File: config.mk
export PLATFORM = sky130hd
export DESIGN_NAME = biquad_iir_filter_top_flat
export DESIGN_NICKNAME = d
export VERILOG_FILES = /design/src/sv/biq_pkg.sv /design/src/sv/biq_if.sv /design/src/sv/biq_seq.sv /design/src/sv/biq_datapath.sv /design/src/sv/biquad_iir_filter_top.sv /design/src/flat_wrapper.sv
export SDC_FILE = /design/constraint.sdc
export NUM_CORES = 2
export LEC_CHECK = 0
export BUFFER_PORTS_ARGS = -buffer_cell sky130_fd_sc_hd__buf_4
export CAP_MARGIN = 20
export CORE_UTILIZATION = 55
export CTS_CLUSTER_DIAMETER = 150
export DETAILED_ROUTE_END_ITERATION = 12
export GPL_TIMING_DRIVEN = 0
export PLACE_DENSITY = 0.78
export SYNTH_ARGS = -nofsm -noshare
export SYNTH_HDL_FRONTEND = slang
export SYNTH_SLANG_ARGS = --single-unit
File: constraint.sdc
create_clock -name clk -period 12.2 [get_ports clk]
set_input_delay 2.44 -clock clk [delete_from_list [all_inputs] [get_ports clk]]
set_output_delay 2.44 -clock clk [all_outputs]
set_load 0.02 [all_outputs]
File: src/sv/biq_pkg.sv
// ----------------------------------------------------------------------------
// biq_pkg
// Shared constants, microcode word layout and control program of the biquad.
// ----------------------------------------------------------------------------
package biq_pkg;

  localparam int SAMPLE_BITS_DEF = 24;
  localparam int COEF_BITS_DEF   = 20;
  localparam int COEF_FRAC       = 17;
  localparam int DELAY_BITS      = 32;
  // Holds any int64 intermediate plus one product without overflow.
  localparam int ACC_W           = 66;
  localparam int NUM_REGS        = 5;
  localparam int REG_IDX_W       = 3;
  localparam int STEP_W          = 4;

  // Register indexes, also used as coefficient selects in the microcode.
  localparam logic [REG_IDX_W-1:0] REG_FG0 = 3'd0;
  localparam logic [REG_IDX_W-1:0] REG_FG1 = 3'd1;
  localparam logic [REG_IDX_W-1:0] REG_FG2 = 3'd2;
  localparam logic [REG_IDX_W-1:0] REG_BG1 = 3'd3;
  localparam logic [REG_IDX_W-1:0] REG_BG2 = 3'd4;

  // Multiplier data operand selects.
  localparam logic [1:0] DS_D1 = 2'd0;
  localparam logic [1:0] DS_D2 = 2'd1;
  localparam logic [1:0] DS_W  = 2'd2;

  // Accumulator operations.
  localparam logic [2:0] AO_HOLD   = 3'd0;
  localparam logic [2:0] AO_LOAD_X = 3'd1;
  localparam logic [2:0] AO_LOAD_P = 3'd2;
  localparam logic [2:0] AO_ADD_P  = 3'd3;
  localparam logic [2:0] AO_SUB_P  = 3'd4;

  // Program addresses.
  localparam logic [STEP_W-1:0] S_IDLE  = 4'd0;
  localparam logic [STEP_W-1:0] S_FB2   = 4'd1;
  localparam logic [STEP_W-1:0] S_FBACC = 4'd2;
  localparam logic [STEP_W-1:0] S_WRND  = 4'd3;
  localparam logic [STEP_W-1:0] S_FF0   = 4'd4;
  localparam logic [STEP_W-1:0] S_FF1   = 4'd5;
  localparam logic [STEP_W-1:0] S_FF2   = 4'd6;
  localparam logic [STEP_W-1:0] S_FFACC = 4'd7;
  localparam logic [STEP_W-1:0] S_EMIT  = 4'd8;

  typedef struct packed {
    logic [REG_IDX_W-1:0] coef_sel;
    logic [1:0]           data_sel;
    logic [2:0]           acc_op;
    logic                 round_w;  // round/saturate acc into w
    logic                 wait_in;  // hold until an input word arrives
    logic                 emit;     // hold until output register is free
    logic                 last;     // jump back to start
  } ucode_t;

  typedef struct packed {
    logic in_valid;
    logic out_free;
  } seq_cond_t;

  typedef struct packed {
    ucode_t uc;
    logic   fire;  // current step executes this cycle
  } seq_ctl_t;

  function automatic ucode_t uc_word(input logic [REG_IDX_W-1:0] cs,
                                     input logic [1:0] ds,
                                     input logic [2:0] ao,
                                     input logic rw, input logic wi,
                                     input logic em, input logic ls);
    ucode_t u;
    u.coef_sel = cs;
    u.data_sel = ds;
    u.acc_op   = ao;
    u.round_w  = rw;
    u.wait_in  = wi;
    u.emit     = em;
    u.last     = ls;
    return u;
  endfunction

  // Control program. The multiplier result is registered, so the product
  // issued in one step is accumulated in the next.
  function automatic ucode_t biq_ucode(input logic [STEP_W-1:0] step);
    ucode_t u;
    unique case (step)
      S_IDLE:  u = uc_word(REG_BG1, DS_D1, AO_LOAD_X, 1'b0, 1'b1, 1'b0, 1'b0);
      S_FB2:   u = uc_word(REG_BG2, DS_D2, AO_SUB_P,  1'b0, 1'b0, 1'b0, 1'b0);
      S_FBACC: u = uc_word(REG_BG2, DS_D2, AO_SUB_P,  1'b0, 1'b0, 1'b0, 1'b0);
      S_WRND:  u = uc_word(REG_FG0, DS_W,  AO_HOLD,   1'b1, 1'b0, 1'b0, 1'b0);
      S_FF0:   u = uc_word(REG_FG0, DS_W,  AO_HOLD,   1'b0, 1'b0, 1'b0, 1'b0);
      S_FF1:   u = uc_word(REG_FG1, DS_D1, AO_LOAD_P, 1'b0, 1'b0, 1'b0, 1'b0);
      S_FF2:   u = uc_word(REG_FG2, DS_D2, AO_ADD_P,  1'b0, 1'b0, 1'b0, 1'b0);
      S_FFACC: u = uc_word(REG_FG2, DS_D2, AO_ADD_P,  1'b0, 1'b0, 1'b0, 1'b0);
      S_EMIT:  u = uc_word(REG_FG0, DS_D1, AO_HOLD,   1'b0, 1'b0, 1'b1, 1'b1);
      default: u = uc_word(REG_FG0, DS_D1, AO_HOLD,   1'b0, 1'b0, 1'b0, 1'b1);
    endcase
    return u;
  endfunction

endpackage

File: src/sv/biq_if.sv
// ----------------------------------------------------------------------------
// biq_if
// Valid/ready channels of the biquad: sample in, sample out, register write.
// ----------------------------------------------------------------------------
interface biq_in_if #(
  parameter int SAMPLE_BITS = biq_pkg::SAMPLE_BITS_DEF
);
  logic                          valid;
  logic                          ready;
  logic signed [SAMPLE_BITS-1:0] sample_in;

  modport source (output valid, output sample_in, input ready);
  modport sink   (input valid, input sample_in, output ready);
endinterface

interface biq_out_if #(
  parameter int SAMPLE_BITS = biq_pkg::SAMPLE_BITS_DEF
);
  logic                          valid;
  logic                          ready;
  logic signed [SAMPLE_BITS-1:0] sample_out;
  logic                          clipped;

  modport source (output valid, output sample_out, output clipped, input ready);
  modport sink   (input valid, input sample_out, input clipped, output ready);
endinterface

interface biq_cfg_if #(
  parameter int COEF_BITS = biq_pkg::COEF_BITS_DEF
);
  logic                           valid;
  logic                           ready;
  logic [biq_pkg::REG_IDX_W-1:0]  index;
  logic [COEF_BITS-1:0]           data;

  modport source (output valid, output index, output data, input ready);
  modport sink   (input valid, input index, input data, output ready);
endinterface

File: src/sv/biq_seq.sv
// ----------------------------------------------------------------------------
// biq_seq
// Step counter and microcode table; stalls on the wait/emit conditions.
// ----------------------------------------------------------------------------
module biq_seq (
  input  logic               clk,
  input  logic               rst_n,
  input  biq_pkg::seq_cond_t cond,
  output biq_pkg::seq_ctl_t  ctl
);
  import biq_pkg::*;

  logic [STEP_W-1:0] step_r, step_nxt;
  ucode_t            uc;
  logic              fire;

  always_comb begin
    uc = biq_ucode(step_r);
    priority if (uc.wait_in) begin
      fire = cond.in_valid;
    end else if (uc.emit) begin
      fire = cond.out_free;
    end else begin
      fire = 1'b1;
    end
    priority if (!fire) begin
      step_nxt = step_r;
    end else if (uc.last) begin
      step_nxt = S_IDLE;
    end else begin
      step_nxt = step_r + STEP_W'(1);
    end
  end

  always_ff @(posedge clk) begin
    if (!rst_n) begin
      step_r <= S_IDLE;
    end else begin
      step_r <= step_nxt;
    end
  end

  assign ctl.uc   = uc;
  assign ctl.fire = fire;

endmodule

File: src/sv/biq_datapath.sv
// ----------------------------------------------------------------------------
// biq_datapath
// Shared multiplier, saturating accumulator, rounding and the delay line.
// ----------------------------------------------------------------------------
module biq_datapath #(
  parameter int SAMPLE_BITS = biq_pkg::SAMPLE_BITS_DEF,
  parameter int COEF_BITS   = biq_pkg::COEF_BITS_DEF
) (
  input  logic                                          clk,
  input  logic                                          rst_n,
  input  biq_pkg::seq_ctl_t                             ctl,
  input  logic [biq_pkg::NUM_REGS-1:0][COEF_BITS-1:0]   coef,
  input  logic signed [SAMPLE_BITS-1:0]                 sample_in,
  output logic signed [SAMPLE_BITS-1:0]                 y_val,
  output logic                                          y_clip
);
  import biq_pkg::*;

  localparam int PW = COEF_BITS + DELAY_BITS;

  localparam logic signed [ACC_W-1:0] MAX64 = {{(ACC_W-63){1'b0}}, {63{1'b1}}};
  localparam logic signed [ACC_W-1:0] MIN64 = ~MAX64;
  localparam logic signed [ACC_W-1:0] HALF  =
    {{(ACC_W-COEF_FRAC){1'b0}}, 1'b1, {(COEF_FRAC-1){1'b0}}};
  localparam logic signed [ACC_W-1:0] W_HI  =
    {{(ACC_W-DELAY_BITS+1){1'b0}}, {(DELAY_BITS-1){1'b1}}};
  localparam logic signed [ACC_W-1:0] W_LO  = ~W_HI;
  localparam logic signed [ACC_W-1:0] Y_HI  =
    {{(ACC_W-SAMPLE_BITS+1){1'b0}}, {(SAMPLE_BITS-1){1'b1}}};
  localparam logic signed [ACC_W-1:0] Y_LO  = ~Y_HI;

  function automatic logic signed [ACC_W-1:0] sat64(input logic signed [ACC_W-1:0] v);
    logic signed [ACC_W-1:0] r;
    priority if (v > MAX64) begin
      r = MAX64;
    end else if (v < MIN64) begin
      r = MIN64;
    end else begin
      r = v;
    end
    return r;
  endfunction

  logic signed [ACC_W-1:0]      acc_r, acc_nxt;
  logic signed [PW-1:0]         prod_r;
  logic signed [DELAY_BITS-1:0] d1_r, d2_r, w_r;
  logic                         clip_r;

  logic signed [COEF_BITS-1:0]  mul_a;
  logic signed [DELAY_BITS-1:0] mul_b;
  logic signed [ACC_W-1:0]      prod_ext, x_ext, rnd_v;
  logic signed [DELAY_BITS-1:0] w_sat;
  logic                         w_clip;

  always_comb begin
    mul_a = coef[ctl.uc.coef_sel];
    unique case (ctl.uc.data_sel)
      DS_D1:   mul_b = d1_r;
      DS_D2:   mul_b = d2_r;
      DS_W:    mul_b = w_r;
      default: mul_b = d1_r;
    endcase
  end

  assign prod_ext = {{(ACC_W-PW){prod_r[PW-1]}}, prod_r};
  assign x_ext    = {{(ACC_W-SAMPLE_BITS-COEF_FRAC){sample_in[SAMPLE_BITS-1]}},
                     sample_in, {COEF_FRAC{1'b0}}};

  always_comb begin
    unique case (ctl.uc.acc_op)
      AO_LOAD_X: acc_nxt = x_ext;
      AO_LOAD_P: acc_nxt = prod_ext;
      AO_ADD_P:  acc_nxt = sat64(acc_r + prod_ext);
      AO_SUB_P:  acc_nxt = sat64(acc_r - prod_ext);
      default:   acc_nxt = acc_r;
    endcase
  end

  // Round half up, then saturate to the delay or the sample range.
  always_comb begin
    rnd_v = sat64(acc_r + HALF) >>> COEF_FRAC;
    priority if (rnd_v > W_HI) begin
      w_sat  = W_HI[DELAY_BITS-1:0];
      w_clip = 1'b1;
    end else if (rnd_v < W_LO) begin
      w_sat  = W_LO[DELAY_BITS-1:0];
      w_clip = 1'b1;
    end else begin
      w_sat  = rnd_v[DELAY_BITS-1:0];
      w_clip = 1'b0;
    end
    priority if (rnd_v > Y_HI) begin
      y_val  = Y_HI[SAMPLE_BITS-1:0];
      y_clip = 1'b1;
    end else if (rnd_v < Y_LO) begin
      y_val  = Y_LO[SAMPLE_BITS-1:0];
      y_clip = 1'b1;
    end else begin
      y_val  = rnd_v[SAMPLE_BITS-1:0];
      y_clip = clip_r;
    end
  end

  always_ff @(posedge clk) begin
    if (ctl.fire) begin
      prod_r <= mul_a * mul_b;
      acc_r  <= acc_nxt;
      if (ctl.uc.round_w) begin
        w_r <= w_sat;
      end
    end
  end

  always_ff @(posedge clk) begin
    if (!rst_n) begin
      d1_r   <= '0;
      d2_r   <= '0;
      clip_r <= 1'b0;
    end else if (ctl.fire) begin
      if (ctl.uc.wait_in) begin
        clip_r <= 1'b0;
      end else if (ctl.uc.round_w) begin
        clip_r <= w_clip;
      end
      if (ctl.uc.emit) begin
        d2_r <= d1_r;
        d1_r <= w_r;
      end
    end
  end

endmodule

File: src/sv/biquad_iir_filter_top.sv
// ----------------------------------------------------------------------------
// biquad_iir_filter_top
// Direct form II biquad section, fixed point, microcoded on one multiplier.
// ----------------------------------------------------------------------------
// Usage:
//   in_chan  : one sample word (signed Q1.23) per handshake.
//   out_chan : one filtered word per input word, plus a clipped flag that is
//              set when the internal value or the output saturated.
//   cfg_chan : coefficient writes (index 0..4 = b0, b1, b2, a1, a2, 17
//              fraction bits). Write only while no sample is in flight.
//              Indexes above 4 are ignored. Always ready.
// Timing:
//   A word is accepted in the idle step; its result lands in the output
//   register at the emit step, and the next word can be accepted in the cycle
//   after that, so a new word is taken only once the program is through with
//   the last one. The step sequence is set by the single shared multiplier:
//   five products, each registered before accumulation, plus the rounding steps for w and y.
// Reset (rst_n low, synchronous): coefficients go to b0 = 1.0, others 0,
//   delays to 0, output register empty, program at the idle step.
// Stall: the output register lets the next word be accepted while a
//   result waits; the program then holds at its emit step until the
//   receiver takes the pending word.
// ----------------------------------------------------------------------------
module biquad_iir_filter_top #(
  parameter int SAMPLE_BITS = biq_pkg::SAMPLE_BITS_DEF,
  parameter int COEF_BITS   = biq_pkg::COEF_BITS_DEF
) (
  input  logic       clk,
  input  logic       rst_n,
  biq_in_if.sink     in_chan,
  biq_out_if.source  out_chan,
  biq_cfg_if.sink    cfg_chan
);
  import biq_pkg::*;

  // Reset coefficient set: b0 = 1.0 in the lowest slot, the rest zero.
  localparam logic [COEF_BITS-1:0] COEF_ONE = COEF_BITS'(1) << COEF_FRAC;
  localparam logic [NUM_REGS-1:0][COEF_BITS-1:0] COEF_RST =
    {{((NUM_REGS-1)*COEF_BITS){1'b0}}, COEF_ONE};

  // Coefficient registers, indexed by register number.
  logic [NUM_REGS-1:0][COEF_BITS-1:0] coef_r;

  // Output register.
  logic                          out_valid_r;
  logic signed [SAMPLE_BITS-1:0] sample_out_r;
  logic                          clipped_r;

  seq_cond_t                     cond;
  seq_ctl_t                      ctl;
  logic signed [SAMPLE_BITS-1:0] y_val;
  logic                          y_clip;
  logic                          emit_fire;

  assign cond.in_valid = in_chan.valid;
  assign cond.out_free = !out_valid_r || out_chan.ready;

  biq_seq u_seq (
    .clk   (clk),
    .rst_n (rst_n),
    .cond  (cond),
    .ctl   (ctl)
  );

  biq_datapath #(
    .SAMPLE_BITS (SAMPLE_BITS),
    .COEF_BITS   (COEF_BITS)
  ) u_dp (
    .clk       (clk),
    .rst_n     (rst_n),
    .ctl       (ctl),
    .coef      (coef_r),
    .sample_in (in_chan.sample_in),
    .y_val     (y_val),
    .y_clip    (y_clip)
  );

  // Input is taken only at the idle step of the program.
  assign in_chan.ready = ctl.uc.wait_in;
  assign emit_fire     = ctl.fire && ctl.uc.emit;

  // Coefficient writes; unknown indexes drop.
  assign cfg_chan.ready = 1'b1;

  always_ff @(posedge clk) begin
    if (!rst_n) begin
      coef_r <= COEF_RST;
    end else if (cfg_chan.valid && cfg_chan.ready) begin
      if (cfg_chan.index < REG_IDX_W'(NUM_REGS)) begin
        coef_r[cfg_chan.index] <= cfg_chan.data;
      end
    end
  end

  // Output register: loaded at the emit step, cleared when taken.
  always_ff @(posedge clk) begin
    if (!rst_n) begin
      out_valid_r <= 1'b0;
    end else if (emit_fire) begin
      out_valid_r <= 1'b1;
    end else if (out_chan.ready) begin
      out_valid_r <= 1'b0;
    end
  end

  always_ff @(posedge clk) begin
    if (emit_fire) begin
      sample_out_r <= y_val;
      clipped_r    <= y_clip;
    end
  end

  assign out_chan.valid      = out_valid_r;
  assign out_chan.sample_out = sample_out_r;
  assign out_chan.clipped    = clipped_r;

`ifndef SYNTHESIS
  // One word at a time: no second accept right after an accept.
  a_one_in_flight: assert property (@(posedge clk) disable iff (!rst_n)
    (in_chan.valid && in_chan.ready) |=> !in_chan.ready)
    else $error("input accepted while a word is in flight");

  // A result only appears through the emit step.
  a_out_from_emit: assert property (@(posedge clk) disable iff (!rst_n)
    $rose(out_valid_r) |-> $past(emit_fire))
    else $error("output valid without emit step");

  // An emit always leaves a valid word in the output register.
  a_emit_lands: assert property (@(posedge clk) disable iff (!rst_n)
    emit_fire |=> out_valid_r)
    else $error("emitted word lost");

  // The emit step never overwrites a word the receiver has not taken.
  a_no_overwrite: assert property (@(posedge clk) disable iff (!rst_n)
    (out_valid_r && !out_chan.ready) |-> !emit_fire)
    else $error("pending output overwritten");
`endif

endmodule
File: src/flat_wrapper.sv
// flat-port wrapper written by rule: the top's interface ports become plain ports
module biquad_iir_filter_top_flat import biq_pkg::*;
#(
  parameter int SAMPLE_BITS = biq_pkg::SAMPLE_BITS_DEF,
  parameter int COEF_BITS   = biq_pkg::COEF_BITS_DEF
)
  (clk, rst_n, in_chan_valid, in_chan_sample_in, in_chan_ready, out_chan_valid, out_chan_sample_out, out_chan_clipped, out_chan_ready, cfg_chan_valid, cfg_chan_index, cfg_chan_data, cfg_chan_ready);
  biq_in_if #(.SAMPLE_BITS(SAMPLE_BITS)) in_chan_i ();
  biq_out_if #(.SAMPLE_BITS(SAMPLE_BITS)) out_chan_i ();
  biq_cfg_if #(.COEF_BITS(COEF_BITS)) cfg_chan_i ();
  input  logic clk;
  input  logic rst_n;
  input wire logic [$bits(in_chan_i.valid)-1:0] in_chan_valid;
  input wire logic [$bits(in_chan_i.sample_in)-1:0] in_chan_sample_in;
  output wire logic [$bits(in_chan_i.ready)-1:0] in_chan_ready;
  output wire logic [$bits(out_chan_i.valid)-1:0] out_chan_valid;
  output wire logic [$bits(out_chan_i.sample_out)-1:0] out_chan_sample_out;
  output wire logic [$bits(out_chan_i.clipped)-1:0] out_chan_clipped;
  input wire logic [$bits(out_chan_i.ready)-1:0] out_chan_ready;
  input wire logic [$bits(cfg_chan_i.valid)-1:0] cfg_chan_valid;
  input wire logic [$bits(cfg_chan_i.index)-1:0] cfg_chan_index;
  input wire logic [$bits(cfg_chan_i.data)-1:0] cfg_chan_data;
  output wire logic [$bits(cfg_chan_i.ready)-1:0] cfg_chan_ready;
  assign in_chan_i.valid = in_chan_valid;
  assign in_chan_i.sample_in = in_chan_sample_in;
  assign in_chan_ready = in_chan_i.ready;
  assign out_chan_valid = out_chan_i.valid;
  assign out_chan_sample_out = out_chan_i.sample_out;
  assign out_chan_clipped = out_chan_i.clipped;
  assign out_chan_i.ready = out_chan_ready;
  assign cfg_chan_i.valid = cfg_chan_valid;
  assign cfg_chan_i.index = cfg_chan_index;
  assign cfg_chan_i.data = cfg_chan_data;
  assign cfg_chan_ready = cfg_chan_i.ready;
  biquad_iir_filter_top #(.SAMPLE_BITS(SAMPLE_BITS), .COEF_BITS(COEF_BITS)) u_core (.clk(clk), .rst_n(rst_n), .in_chan(in_chan_i), .out_chan(out_chan_i), .cfg_chan(cfg_chan_i));
endmodule
==> results.txt <==
The flow ran to the end, and the final reports show no timing, DRC or antenna violations. The total routing usage reported by global routing is 40.0%. The number of cell instances on the worst register-to-register path came out at 31. The total count of hold-check failures in the final report was 0. The setup slack on the worst flop-to-flop path is 0.33 ns. For this run, design rule violations remaining after detail routing come to 0.

The element type at the critical path start is a flop. The total clock buffers created by CTS is 44. The leading cell type by number of instances after synthesis is sky130_fd_sc_hd__inv_1. The per-cell via count in the routed design is 6.17. The layout-stage area growth over the synthesis result came out at 8.04%. The final setup violation count is 0. The number of slew-limit violations in the final report is 0. The worst hold path passes through 2 cells. Post-CTS timing repair inserted 0 buffers for setup. Of the total power, the share spent switching nets is 51.8%. The kind of path behind the tightest hold check is reg -> reg.

The routed wirelength normalized by instance count came out at 24.9 microns. When the netlist entered floorplanning its net count stood at 6,586. The worst setup path is of the reg -> reg kind. The wire length after detailed routing is 173,000 microns.

The logic gate share of total power came out at 58.2%. Ranked by total cell area, the synthesized netlist is headed by sky130_fd_sc_hd__fa_1, sky130_fd_sc_hd__edfxtp_1, sky130_fd_sc_hd__dfxtp_1. Of the total power, the clock network draws 17.5%. The final HPWL from detailed placement is 141,000 microns.

The yosys synthesis warning count came out at 0. TritonCTS built the clock tree. The library cell appearing most often on the critical path is sky130_fd_sc_hd__fa_1.

The internal power of the cells totals 3.71 mW. The end point of the worst hold path is u_core.coef_r[44]. In this run the critical register-to-register path is captured at u_core.u_dp.prod_r[51].

The global-route wire length before repair is 257,000 microns. Across all layers, the routed design uses 42,900 vias. The power consumption is 7.69 mW. The launch point of the worst hold path is u_core.coef_r[44]. The via count of the first global-routing pass came to 41,600. STA puts the critical path data arrival time at 12.20 ns. The maximum clock insertion buffer count came out at 3.

Counting flops and latches in the post-synthesis netlist gives 355. The area share of the largest cell type after synthesis is 27.2%. Dividing total power by cell area gives a power density of 151 nW/um^2. The count of nets left with antenna violations once routing finished came out at 0. The worst-case vdd ir drop is 0.132 mV. In this run the tightest slew margin relative to its limit is 13.1%. The critical path's largest stage delay is 0.73 ns. The first routing iteration left 5,028 violations.

The transition at the pin with the smallest max-transition slack came out at 1.29 ns. Among all flip-flop cells after synthesis, the most frequent one is sky130_fd_sc_hd__dfxtp_1. The residual overflow from global routing came out at 0. The number of detailed-route iterations in the first pass came out at 10. The count of flip-flops with a built-in enable after synthesis came out at 175. The number of port buffers came out at 77. The fraction of layout instances using a drive strength above 1 is 5.06%. The setup skew after layout came out at 0.0362 ns. The number of antenna violations at the first check in global routing came out at 8. The netlist uses 96 different library cells.

The shortest period the worst path allows came out at 11.87 ns. The global placement routability congestion came out at 1.07. The fraction of registers with async set or reset after synthesis came out at 0%. In this run the static leakage power is 22.2 nW. Sequential cells burn 24.3% of the power. Counting instances in the post-synthesis netlist gives the leading cell types as sky130_fd_sc_hd__inv_1, sky130_fd_sc_hd__nand2_1, sky130_fd_sc_hd__fa_1. The number of clock sinks is 355. The placeable core region is 84,100 sq um. The die is 294 microns wide. In this run, post-CTS hold repair placed 0 buffers. For the worst-skew pair, the clock arrives at the later sink with an insertion delay of 0.61 ns. The required time of the critical path came out at 12.53 ns. The filler cell count in the final layout came out at 7,605. The tool flagged a number of max-cap violations equal to 0.

Setup repair after global routing left no endpoint under its margin. The critical path's slowest cell is sky130_fd_sc_hd__buf_1. The clock transition at the registers of the reported paths came out at 0.06 ns. The initial utilization of the core area, before any placement, comes to 55.9%. The number of placed I/O pins is 80. STA classifies the critical path endpoint as a flop. Counting every instance in the synthesized netlist gives 5,623. The final instance count without filler cells came out at 6,949. Entering global routing, the biggest net connects 35 pins. The post-route setup TNS came out at 0 ns.

The die area came out at 86,600 sq um. The analysis attributes to net switching a power of 3.98 mW. The cell area that synthesis handed to floorplanning was 47,000 sq um. The synthesized design spends more area on one cell type than any other, namely sky130_fd_sc_hd__fa_1. The final critical path takes up 97.3% of the cycle. Sequential elements use 18.8% of the synthesized area. The maximum clock rate came out at 0.0842 GHz. In this run the mean area of a mapped cell was 8.36 sq um. The root buffer cell chosen for the clock tree is sky130_fd_sc_hd__clkbuf_16. The highest fanout seen on the critical path came out at 10. The chip height is 294 microns. The launching point of the worst reg2reg path is u_core.u_seq.uc[10]. The level count of the clock H-tree came out at 2.

The floorplan has 106 rows. After detailed placement, the design holds a cell count of 6,847. The number of nets in the layout is 6,734.
-- worst max-delay path: cells and delay by family, from the launching register on --
kind / cells / cell delay (ns)
AOI/OAI and AO/OA: 12 / 3.65
and+or+nand+nor: 2 / 0.40
DFF: 1 / 0.39
adders and majority gates: 8 / 3.77
xor gates and xnor gates: 1 / 0.31
buffers and inverters: 8 / 3.04
-- cell families (layout without fill, tap and decap cells) --
kind of cell	after synthesis	in the layout	synth area share, %
AOI/OAI and AO/OA	1124	1124	15.9
other	1	9	0.00798
xor gates and xnor gates	192	192	3.59
DFF	355	355	18.8
buffers and inverters	1176	1360	9.61
adders and majority gates	911	911	34.4
muxes	36	36	1.07
and+or+nand+nor	1828	1828	16.5
-- how the worst max path moves through the flow --
stage | startpoint | endpoint | slack (ns) | cells past startpoint
final | u_core.u_seq.uc[10] | u_core.u_dp.prod_r[51] | 0.33 | 31
after floorplan | u_core.u_seq.uc[9] | u_core.u_dp.prod_r[51] | 3.20 | 35
after detailed placement | u_core.u_seq.uc[10] | u_core.u_dp.prod_r[46] | 0.42 | 31
after CTS | u_core.u_seq.uc[10] | u_core.u_dp.prod_r[46] | 0.38 | 31
after global placement | u_core.u_seq.uc[10] | u_core.u_dp.prod_r[46] | 0.48 | 31
after global routing | u_core.u_seq.uc[10] | u_core.u_dp.prod_r[51] | 0.02 | 33
-- layout by cell type, fill, tap and decap left out, drive strengths merged, types with 24 or more instances in the layout --
cell / count
xnor2: 136
o31ai: 43
buf: 175
o22ai: 25
nor3: 60
ha: 273
o21bai: 38
a21boi: 174
clkbuf: 285
nor2b: 32
nor2: 591
nand2: 858
inv: 883
a22oi: 48
nand2b: 34
fa: 638
xor2: 56
edfxtp: 175
a21o: 45
o21a: 54
nand4: 54
dfxtp: 180
o21ai: 230
a221oi: 26
o211ai: 37
nand3: 71
o221ai: 24
nor4: 37
a31oi: 25
a21oi: 258
-- what timing repair did --
item                                    CTS  global route
endpoints found under the hold margin     0             0
gates resized for setup                   0             3
endpoints found under the setup margin    0             5
-- layer usage --
layer	track usage, %	vias to the layer above	share of wire, %
met5	0	-	0.016
met4	25.9	4	7.7
met3	8.86	596	12
met2	60.0	2660	43
met1	52.3	21000	37
li1	-	18600	-
-- registers in the layout, indices dropped and copies added, names as in the netlist --
register,count
u_core.u_dp.acc_r,66
u_core.out_chan.valid,1
u_core.u_dp.w_r,32
u_core.u_dp.clip_r,1
u_core.out_chan.clipped,1
u_core.u_dp.prod_r,52
u_core.u_dp.d1_r,32
u_core.out_chan.sample_out,24
u_core.u_seq.step_r,4
u_core.coef_r,100
u_core.u_dp.d2_r,32
u_core.u_seq.uc,10
-- power by group through the flow --
stage	clock network, mW	registers [mW]	logic, mW
final	1.35	1.86	4.47
after global routing	1.40	1.86	4.77
after CTS	1.35	1.84	4.31
after detailed placement	0	1.87	4.28
after global placement	0	1.88	4.24
after floorplan	0	1.70	3.00
-- through the flow --
step           hold WS [ns]  util (%)  setup slack [ns]  instance area, sq um
2_1_floorplan         0.436         -              3.20                 47000
3_3_place_gp          0.447      58.3             0.479                 49000
3_5_place_dp          0.454      58.5             0.424                 49200
4_1_cts               0.462      60.2             0.381                 50600
5_1_grt               0.478      60.4            0.0195                 50800
6_report              0.459      60.4             0.328                 50800
-- cell type report --
type	count	area, sq um	area share [%]
inverters	876	3290	6.48
repair buffers	102	857	1.69
plain buffers	300	1230	2.42
flip-flops and latches	355	8860	17.4
diodes	8	20.0	0.0394
well taps	1134	1420	2.79
clock buffers	58	1220	2.40
clock inverters	24	241	0.476
multi-input cells	4092	33600	66.3
Power figures use the tool's default switching activity.
